==> config.mk <==
export PLATFORM = sky130hd
export DESIGN_NAME = escaped_packet_deframer
export DESIGN_NICKNAME = d
export VERILOG_FILES = /design/src/rtl/core/edf_pkg.sv /design/src/rtl/core/edf_front.sv /design/src/rtl/core/edf_queue.sv /design/src/rtl/core/edf_back.sv /design/src/rtl/core/escaped_packet_deframer.sv
export SDC_FILE = /design/constraint.sdc
export NUM_CORES = 1
export LEC_CHECK = 0
export ABC_AREA = 1
export BUFFER_PORTS_ARGS = -buffer_cell sky130_fd_sc_hd__buf_2
export CORE_UTILIZATION = 57
export CTS_CLUSTER_SIZE = 40
export DETAILED_ROUTE_END_ITERATION = 7
export GPL_TIMING_DRIVEN = 0
export HOLD_SLACK_MARGIN = 0.1
export MAX_ROUTING_LAYER = met4
export PLACE_DENSITY = 0.74
export SLEW_MARGIN = 20
export SYNTH_ARGS = -nofsm -noshare
export SYNTH_HDL_FRONTEND = slang
export SYNTH_HIERARCHICAL = 1
export SYNTH_SLANG_ARGS = --single-unit
==> constraint.sdc <==
create_clock -name clock -period 2.5 [get_ports clock]
set_clock_uncertainty 0.2 [all_clocks]
set_input_delay 0 -clock clock [delete_from_list [all_inputs] [get_ports clock]]
set_output_delay 0 -clock clock [all_outputs]
set_load 0.02 [all_outputs]
==> src/rtl/core/edf_pkg.sv <==
// Shared types and constants for the escaped packet deframer.
// Depends on nothing; imported by every module of the block.
`default_nettype none

package edf_pkg;

   // Line codes with special meaning.
   localparam logic [7:0] ESCAPE_CODE = 8'hFE;
   localparam logic [7:0] END_CODE    = 8'hFF;

   // Fixed field widths.
   localparam int BYTE_W = 8;
   localparam int LEN_W  = 7;

   // Depth of the queue between the front and the back.
   localparam int QUEUE_DEPTH = 2;

   // One command from the front to the back: store a decoded byte or end a packet.
   typedef struct packed {
      logic              is_end;
      logic [BYTE_W-1:0] data;
   } cmd_type;

   // Push side of the queue.
   typedef struct packed {
      logic    valid;
      cmd_type cmd;
   } push_type;

   // Pop side of the queue as seen by the back.
   typedef struct packed {
      logic    valid;
      cmd_type cmd;
   } head_type;

endpackage

`default_nettype wire

==> src/rtl/core/edf_front.sv <==
// Front part of the deframer: accepts line bytes, tracks the escape flag and
// turns each byte but an escape code into a command for the queue. Depends on edf_pkg.
`default_nettype none

module edf_front
   import edf_pkg::*;
(
   input  wire logic              clock,
   input  wire logic              reset,
   input  wire logic              req_valid,
   output logic                   req_stall,
   input  wire logic [BYTE_W-1:0] req_rx_byte,
   input  wire logic              queue_full,
   output push_type               push
);

   logic escape_ff;
   logic escape_in;
   logic accept;
   logic [BYTE_W-1:0] decoded;

   // A beat is taken whenever the queue has room, escapes included.
   assign req_stall = queue_full;
   assign accept    = req_valid && !queue_full;

   // Undo the escape on the byte that follows an escape code.
   always_comb begin
      decoded = req_rx_byte;
      if (escape_ff) begin
         if (req_rx_byte == 8'h00) begin
            decoded = ESCAPE_CODE;
         end else if (req_rx_byte == 8'h01) begin
            decoded = END_CODE;
         end
      end
   end

   // Escape codes are dropped; everything else becomes a command.
   always_comb begin
      push.valid      = accept && (req_rx_byte != ESCAPE_CODE);
      push.cmd.is_end = (req_rx_byte == END_CODE);
      push.cmd.data   = decoded;
   end

   // The flag is set by an escape, kept by a terminator, cleared by any other byte.
   always_comb begin
      escape_in = escape_ff;
      if (accept) begin
         if (req_rx_byte == ESCAPE_CODE) begin
            escape_in = 1'b1;
         end else if (req_rx_byte != END_CODE) begin
            escape_in = 1'b0;
         end
      end
   end

   always_ff @(posedge clock) begin
      if (reset) begin
         escape_ff <= 1'b0;
      end else begin
         escape_ff <= escape_in;
      end
   end

endmodule

`default_nettype wire

==> src/rtl/core/edf_queue.sv <==
// Small command queue that decouples the front from the back.
// Depends on edf_pkg for the command type and depth.
`default_nettype none

module edf_queue
   import edf_pkg::*;
(
   input  wire logic     clock,
   input  wire logic     reset,
   input  wire push_type push,
   output logic          full,
   output head_type      head,
   input  wire logic     pop
);

   localparam int PTR_W = (QUEUE_DEPTH > 1) ? $clog2(QUEUE_DEPTH) : 1;
   localparam int CNT_W = $clog2(QUEUE_DEPTH + 1);

   cmd_type          entry_ff [QUEUE_DEPTH];
   logic [PTR_W-1:0] wr_ptr_ff, wr_ptr_in;
   logic [PTR_W-1:0] rd_ptr_ff, rd_ptr_in;
   logic [CNT_W-1:0] count_ff, count_in;
   logic             do_push;
   logic             do_pop;

   assign full       = (count_ff == CNT_W'(QUEUE_DEPTH));
   assign head.valid = (count_ff != '0);
   assign head.cmd   = entry_ff[rd_ptr_ff];

   assign do_push = push.valid && !full;
   assign do_pop  = pop && head.valid;

   // Pointer and occupancy update with wrap at the queue depth.
   always_comb begin
      wr_ptr_in = wr_ptr_ff;
      rd_ptr_in = rd_ptr_ff;
      count_in  = count_ff;
      if (do_push) begin
         wr_ptr_in = (wr_ptr_ff == PTR_W'(QUEUE_DEPTH - 1)) ? '0 : wr_ptr_ff + PTR_W'(1);
      end
      if (do_pop) begin
         rd_ptr_in = (rd_ptr_ff == PTR_W'(QUEUE_DEPTH - 1)) ? '0 : rd_ptr_ff + PTR_W'(1);
      end
      if (do_push && !do_pop) begin
         count_in = count_ff + CNT_W'(1);
      end else if (do_pop && !do_push) begin
         count_in = count_ff - CNT_W'(1);
      end
   end

   always_ff @(posedge clock) begin
      if (reset) begin
         wr_ptr_ff <= '0;
         rd_ptr_ff <= '0;
         count_ff  <= '0;
      end else begin
         wr_ptr_ff <= wr_ptr_in;
         rd_ptr_ff <= rd_ptr_in;
         count_ff  <= count_in;
      end
   end

   // Entry storage needs no reset.
   always_ff @(posedge clock) begin
      if (do_push) begin
         entry_ff[wr_ptr_ff] <= push.cmd;
      end
   end

endmodule

`default_nettype wire

==> src/rtl/core/edf_back.sv <==
// Back part of the deframer: stores packet bytes in a local memory and drains
// them as result beats on a terminator. Depends on edf_pkg.
`default_nettype none

module edf_back
   import edf_pkg::*;
#(
   parameter int PACKET_BYTES = 64
) (
   input  wire logic              clock,
   input  wire logic              reset,
   input  wire head_type          head,
   output logic                   pop,
   output logic                   rsp_valid,
   input  wire logic              rsp_stall,
   output logic [BYTE_W-1:0]      rsp_out_byte,
   output logic                   rsp_is_last,
   output logic                   rsp_empty_packet,
   output logic [LEN_W-1:0]       rsp_packet_length
);

   localparam int AW = (PACKET_BYTES > 1) ? $clog2(PACKET_BYTES) : 1;
   localparam int CW = $clog2(PACKET_BYTES + 1);

   typedef enum logic [1:0] {
      ST_IDLE  = 2'b01,
      ST_DRAIN = 2'b10
   } state_type;

   state_type         state_ff, state_in;
   logic [BYTE_W-1:0] store_mem [PACKET_BYTES];
   logic [CW-1:0]     fill_ff, fill_in;
   logic [CW-1:0]     count_ff, count_in;
   logic [AW-1:0]     idx_ff, idx_in;
   logic [CW-1:0]     idx_next;
   logic              out_free;
   logic              store_we;
   logic              load_mem;
   logic              load_empty;
   logic              drain_last;

   logic              rsp_valid_ff, rsp_valid_in;
   logic [BYTE_W-1:0] rsp_out_byte_ff;
   logic              rsp_is_last_ff;
   logic              rsp_empty_packet_ff;
   logic [LEN_W-1:0]  rsp_packet_length_ff;

   assign out_free   = !rsp_valid_ff || !rsp_stall;
   assign idx_next   = CW'(idx_ff) + CW'(1);
   assign drain_last = (idx_next == count_ff);

   // Sequencer: consume commands while idle, read the store out while draining.
   always_comb begin
      state_in   = state_ff;
      fill_in    = fill_ff;
      count_in   = count_ff;
      idx_in     = idx_ff;
      pop        = 1'b0;
      store_we   = 1'b0;
      load_mem   = 1'b0;
      load_empty = 1'b0;
      unique case (state_ff)
         ST_IDLE: begin
            if (head.valid) begin
               if (!head.cmd.is_end) begin
                  pop = 1'b1;
                  if (fill_ff < CW'(PACKET_BYTES)) begin
                     store_we = 1'b1;
                     fill_in  = fill_ff + CW'(1);
                  end
               end else if (fill_ff == '0) begin
                  if (out_free) begin
                     pop        = 1'b1;
                     load_empty = 1'b1;
                  end
               end else begin
                  pop      = 1'b1;
                  count_in = fill_ff;
                  fill_in  = '0;
                  idx_in   = '0;
                  state_in = ST_DRAIN;
               end
            end
         end
         ST_DRAIN: begin
            if (out_free) begin
               load_mem = 1'b1;
               idx_in   = AW'(idx_next);
               if (drain_last) begin
                  state_in = ST_IDLE;
               end
            end
         end
         default: begin
            state_in = ST_IDLE;
         end
      endcase
   end

   // Output register holds a beat until it is taken.
   always_comb begin
      rsp_valid_in = rsp_valid_ff;
      if (load_mem || load_empty) begin
         rsp_valid_in = 1'b1;
      end else if (!rsp_stall) begin
         rsp_valid_in = 1'b0;
      end
   end

   always_ff @(posedge clock) begin
      if (reset) begin
         state_ff     <= ST_IDLE;
         fill_ff      <= '0;
         rsp_valid_ff <= 1'b0;
      end else begin
         state_ff     <= state_in;
         fill_ff      <= fill_in;
         rsp_valid_ff <= rsp_valid_in;
      end
   end

   always_ff @(posedge clock) begin
      count_ff <= count_in;
      idx_ff   <= idx_in;
   end

   // Packet store: one write port, one registered read port.
   always_ff @(posedge clock) begin
      if (store_we) begin
         store_mem[fill_ff[AW-1:0]] <= head.cmd.data;
      end
   end

   // Result payload; the memory read lands directly in the output byte.
   always_ff @(posedge clock) begin
      if (load_mem) begin
         rsp_out_byte_ff      <= store_mem[idx_ff];
         rsp_is_last_ff       <= drain_last;
         rsp_empty_packet_ff  <= 1'b0;
         rsp_packet_length_ff <= LEN_W'(count_ff);
      end else if (load_empty) begin
         rsp_out_byte_ff      <= '0;
         rsp_is_last_ff       <= 1'b1;
         rsp_empty_packet_ff  <= 1'b1;
         rsp_packet_length_ff <= '0;
      end
   end

   assign rsp_valid         = rsp_valid_ff;
   assign rsp_out_byte      = rsp_out_byte_ff;
   assign rsp_is_last       = rsp_is_last_ff;
   assign rsp_empty_packet  = rsp_empty_packet_ff;
   assign rsp_packet_length = rsp_packet_length_ff;

endmodule

`default_nettype wire

==> src/rtl/core/escaped_packet_deframer.sv <==
// Top level of the escaped packet deframer.
// Depends on edf_pkg, edf_front, edf_queue and edf_back.
//
// The block takes one line byte per beat and returns decoded packet bytes.
// Escape codes are removed and the byte after one is unescaped, stored bytes
// go into an on-chip store of PACKET_BYTES entries, and a terminator drains
// the store as one result beat per byte (the last one marked), or as a single
// empty-packet beat. While no packet drains and no result beat is stalled, a
// byte is taken every cycle. A terminator for a packet of n bytes holds the
// back while it is taken and while its beats leave, one per cycle, through
// the single read port of the store, and longer while rsp_stall holds a beat;
// the two-entry command queue keeps taking input meanwhile until it fills,
// after which req_stall stays high until the back takes commands again. Bytes
// past the store capacity are dropped. No clearing pass is needed after reset.
`default_nettype none

module escaped_packet_deframer
   import edf_pkg::*;
#(
   parameter int PACKET_BYTES = 64
) (
   input  wire logic              clock,
   input  wire logic              reset,
   input  wire logic              req_valid,
   output logic                   req_stall,
   input  wire logic [BYTE_W-1:0] req_rx_byte,
   output logic                   rsp_valid,
   input  wire logic              rsp_stall,
   output logic [BYTE_W-1:0]      rsp_out_byte,
   output logic                   rsp_is_last,
   output logic                   rsp_empty_packet,
   output logic [LEN_W-1:0]       rsp_packet_length
);

   push_type push;
   head_type head;
   logic     queue_full;
   logic     pop;

   edf_front u_front (
      .clock       (clock),
      .reset       (reset),
      .req_valid   (req_valid),
      .req_stall   (req_stall),
      .req_rx_byte (req_rx_byte),
      .queue_full  (queue_full),
      .push        (push)
   );

   edf_queue u_queue (
      .clock (clock),
      .reset (reset),
      .push  (push),
      .full  (queue_full),
      .head  (head),
      .pop   (pop)
   );

   edf_back #(
      .PACKET_BYTES (PACKET_BYTES)
   ) u_back (
      .clock             (clock),
      .reset             (reset),
      .head              (head),
      .pop               (pop),
      .rsp_valid         (rsp_valid),
      .rsp_stall         (rsp_stall),
      .rsp_out_byte      (rsp_out_byte),
      .rsp_is_last       (rsp_is_last),
      .rsp_empty_packet  (rsp_empty_packet),
      .rsp_packet_length (rsp_packet_length)
   );

endmodule

`default_nettype wire

==> flow_results.org <==
** Route
- Total wirelength of the detailed-routed design :: 74.2 mm
- After detailed routing, the number of vias per cell comes to 6.15.
- For this block, the initial DRC count from the detailed router was 2528.
- Antenna Nets Post-Route :: 0
- Total via count in the routed design :: 17800
- Drt first pass iters :: 6
- Avg WL per Cell :: 25.7 µm
- After detailed routing, the number of remaining DRC violations is 0.

** Worst setup path
- The worst register-to-register path ends at u_back/store_mem[48][6].
- In this run the worst path has a maximum fanout of 8.
- The critical path is of the reg2reg type.
- Data arrives at the worst endpoint at 2640 ps.
- The number of cells on the worst reg-to-reg path is 4.
- Worst R2R Start :: u_back/fill_ff[3]
- The worst setup path is launched from a flip-flop.
- Critical path's largest stage delay :: 740 ps
- Among cell families on the critical path, the largest total delay comes from simple AND/OR/NAND/NOR gates.
- Traced cell by cell, the critical path runs through inv_1 > nand3_1 > nor2_4 > buf_12.
- Endpoint required time on the critical path :: 2610 ps
- STA classifies the critical path endpoint as a flip-flop.
- On the critical path, the stage with the largest delay is an instance of sky130_fd_sc_hd__nand3_1.
- The critical path contains buffers and inverters numbering 2 combined.
- Across all register-to-register paths, the minimum setup slack is -30 ps.

** Floorplan
- Starting density of the core :: 0.584
- Die Area :: 43000 µm²
- From bottom edge to top edge, the die measures 207 µm.
- Measured along the x axis, the die boundary spans 207 µm.
- The floorplan has 74 rows.
- Std-Cell Core Area :: 41200 µm²
- Pin placement for this block handled 31 I/O pins.

** Yosys
- The synthesized-area fraction occupied by ao, oa, aoi and oai cells was 0.00910.
- Netlist area before placement :: 24100 µm²
- Sequential area share after synthesis :: 0.717
- Combinational family with the most area after synthesis :: simple AND/OR/NAND/NOR gates
- After synthesis, the share of cell area in mux cells is 0.00468.
- For this run, the leading register cell type out of synthesis is sky130_fd_sc_hd__edfxtp_1.
- Post-Synth XOR/XNOR Area :: 0
- Post-synthesis share of cell area spent on full adders, half adders and majority gates :: 0.00208
- Counting flops with an async set or reset pin after synthesis yields a share of 0.
- Average footprint of a synthesized cell :: 11.4 µm²
- Counting flops and latches in the post-synthesis netlist gives 582.
- Of the total synthesized cell area, the portion taken by AND, OR, NAND and NOR gates is 0.227.
- Synthesis produced a netlist whose cell count is 2106.
- Number of flops mapped to enable cells by yosys :: 559
- Warnings from Yosys :: 6
- Yosys mapped the design onto 29 distinct sky130hd cell types.
- Post-synthesis net count :: 2122

** Run status
- Failing checks :: negative setup slack
- Outcome :: complete, but fails checks

** Cells and area
- The final layout contains 2330 nets.
- In the final layout, the share of cells above drive strength 1 is 0.169.
- Signed area change from the synthesized netlist to the final layout :: 19.4%
- The filler cells instantiated in the layout total 2787.
- Final standard cell utilization of the core :: 0.697
- Final Instance Area :: 28700 µm²

** STA
- Number of pins with negative max-slew slack in the final report :: 0
- Relative slew slack :: 0.259
- Of the available clock period, the critical path in the final layout requires 1.01.
- Setup violations remaining at the end of the flow were counted as 7.
- Shortest period the worst path allows :: 2530 ps
- Static timing analysis puts the maximum clock frequency at 396 MHz.
- Transition at the pin with the smallest max-transition slack :: 1110 ps
- Setup slack on the critical path of the routed design comes to -28.3 ps.
- Final hold violations :: 0

** Placement
- Port-buffer cells :: 30
- The congestion estimate from routability-driven global placement came to 0.996.
- Placed cell area :: 24900 µm²
- Timing analysis after detailed placement gives a worst setup slack of -1180 ps.
- Sum of net half-perimeters after detailed placement :: 46.0 mm

** Global routing
- Overall track demand over capacity in global routing :: 0.353
- Wire length of the first global-routing pass :: 106 mm
- Number of global-route vias before repair :: 16500
- Number of antenna violations at the first check in global routing :: 2
- Pin count of the biggest net entering global routing :: 65
- For this run the aggregate overflow at the end of global routing stands at 0.

** Clocking
- Clock insertion delay at the later pin of the skew report :: 620 ps
- No sink is reached through more buffers than the 3 on the longest clock path.
- H-Tree Depth :: 2
- In this run the clock root is driven by a sky130_fd_sc_hd__clkbuf_16.
- The tree built by TritonCTS fans out to 582 sinks.
- Clock-pin slew was measured on the worst setup and hold paths at 60 ps.
- Total CTS buffers :: 56
- CTS tree :: yes

** Power and ir drop
- Power per cell area :: 965 nW/µm²
- The worst-case IR drop observed on VDD is 0.00134 V.
- For this design the static power due to leakage is 0.0107 µW.

** Worst hold path
- Hold-critical path depth :: 6
- In this run the worst hold path is classified as in2reg.
- In this run the most critical hold path is launched from rsp_stall.
- The path with the worst hold slack has its endpoint at u_back/rsp_valid.

** Job
- Count of max-cap constraint violations :: 0
-- synth_stat cells, drive strengths merged (2+ instances only) --
cell type  instances  area (µm²)
o211a              2        20.0
o21ai             13        68.8
dfxtp             23         460
inv               61         234
clkbuf            21        78.8
nor2             109         412
nand3            459        2300
ha                 4        50.1
nand4              4        31.3
mux2              10         113
o21a               2        15.0
buf               94         664
a21oi             19        95.1
nand2            721        2710
edfxtp           559       16800
-- through the flow --
stage / power (µW) / hold slack (ps) / std cells / setup TNS, ps
finish: 27700 / 209 / 2889 / -115
global route: 28600 / 245 / 2889 / -2910
CTS: 27400 / 167 / 2879 / 0
detailed placement: 19200 / 52.7 / 2668 / -493150
global placement: 19000 / 52.4 / 2668 / -430570
floorplan: 16500 / -128 / 2106 / 0
-- worst min-delay path, stage by stage --
cell	delay [ps]
sky130_fd_sc_hd__dlygate4sd3_1	530
sky130_fd_sc_hd__buf_2	100
sky130_fd_sc_hd__nand2_1	80
sky130_fd_sc_hd__inv_1	100
sky130_fd_sc_hd__o21ai_0	110
sky130_fd_sc_hd__inv_1	60
-- kinds of logic (layout without fill, tap and decap cells) --
group                    after synthesis  in the layout
AND/OR/NAND/NOR                     1294           1294
flip-flops                           582            582
buffers and inverters                177            427
AO/OA/AOI/OAI                         39             39
multiplexers                          10             10
adder cells (fa/ha/maj)                4              4
other                                  0              1
-- cells in the final DEF, fill, tap and decap left out, types with 2 or more instances in the layout --
cell type	count
sky130_fd_sc_hd__a21oi_1	17
sky130_fd_sc_hd__a21oi_2	2
sky130_fd_sc_hd__buf_1	5
sky130_fd_sc_hd__buf_12	38
sky130_fd_sc_hd__buf_2	70
sky130_fd_sc_hd__buf_4	68
sky130_fd_sc_hd__buf_6	34
sky130_fd_sc_hd__buf_8	2
sky130_fd_sc_hd__bufinv_16	2
sky130_fd_sc_hd__clkbuf_1	23
sky130_fd_sc_hd__clkbuf_16	57
sky130_fd_sc_hd__clkbuf_2	13
sky130_fd_sc_hd__clkbuf_4	3
sky130_fd_sc_hd__clkinv_1	16
sky130_fd_sc_hd__clkinv_2	5
sky130_fd_sc_hd__clkinvlp_4	4
sky130_fd_sc_hd__dfxtp_1	22
sky130_fd_sc_hd__dlygate4sd3_1	25
sky130_fd_sc_hd__edfxtp_1	559
sky130_fd_sc_hd__ha_1	4
sky130_fd_sc_hd__inv_1	54
sky130_fd_sc_hd__inv_2	5
sky130_fd_sc_hd__inv_6	2
sky130_fd_sc_hd__mux2_4	9
sky130_fd_sc_hd__nand2_1	716
sky130_fd_sc_hd__nand2_4	4
sky130_fd_sc_hd__nand3_1	453
sky130_fd_sc_hd__nand3_2	2
sky130_fd_sc_hd__nand3_4	4
sky130_fd_sc_hd__nand4_1	3
sky130_fd_sc_hd__nor2_1	42
sky130_fd_sc_hd__nor2_4	66
sky130_fd_sc_hd__o211a_1	2
sky130_fd_sc_hd__o21a_1	2
sky130_fd_sc_hd__o21ai_0	12
-- sequential cells by signal, indices dropped and copies added, names as in the netlist, 2 cells and up, named ones only --
signal	count
u_queue/entry_ff	18
u_back/state_ff	2
u_back/rsp_packet_length	7
u_back/store_mem	512
u_back/rsp_out_byte	8
u_back/idx_ff	6
u_back/count_ff	7
u_back/fill_ff	7
u_queue/count_ff	2
-- repair_timing --
item | 4_1_cts | 5_1_grt
resized for setup | 174 | 36
hold buffers | 25 | 0
buffers inserted | 86 | 9
endpoints found under the setup margin | 537 | 525
endpoints found under the hold margin | 74 | 0
pin swaps | 53 | 10
gates cloned | 0 | 0
-- report_power, final --
group	switching [µW]	internal, µW	total (µW)
sequential	188	12100	12300
clock	3530	4370	7900
combinational	5550	1960	7510
-- layer usage --
metal	global-route usage	routed length, µm	vias to the layer above
met1	0.464	27000	8570
met2	0.538	34500	1208
met5	-	0	-
li1	-	-	7731
met3	0.0667	8800	256
met4	0.161	3930	0
-- worst max-delay path by stage --
stage                      start                      end  slack [ps]  cells after the start
3_3_place_gp           flip-flop  u_back/store_mem[32][3]       -1180                      7
3_5_place_dp           flip-flop   u_back/store_mem[8][2]       -1180                      7
2_1_floorplan          flip-flop   u_back/store_mem[0][0]          20                      7
5_1_grt                flip-flop  u_back/store_mem[44][5]         -50                     10
4_1_cts                flip-flop   u_back/rsp_out_byte[3]           1                      8
6_report       u_back/fill_ff[3]  u_back/store_mem[48][6]         -30                      4
-- final cells by class --
cell class / instances / area (µm²) / share of cell area
Antenna cell: 1 / 2.50 / 0.0000871
Buffer: 115 / 795 / 0.0277
Clock buffer: 73 / 1490 / 0.0518
Clock inverter: 27 / 178 / 0.00619
Inverter: 62 / 245 / 0.00854
Multi-Input combinational cell: 1347 / 6480 / 0.226
Sequential cell: 582 / 17200 / 0.601
Tap cell: 532 / 666 / 0.0232
Timing Repair Buffer: 150 / 1620 / 0.0565
No activity file was read; power rests on OpenSTA's default activity.
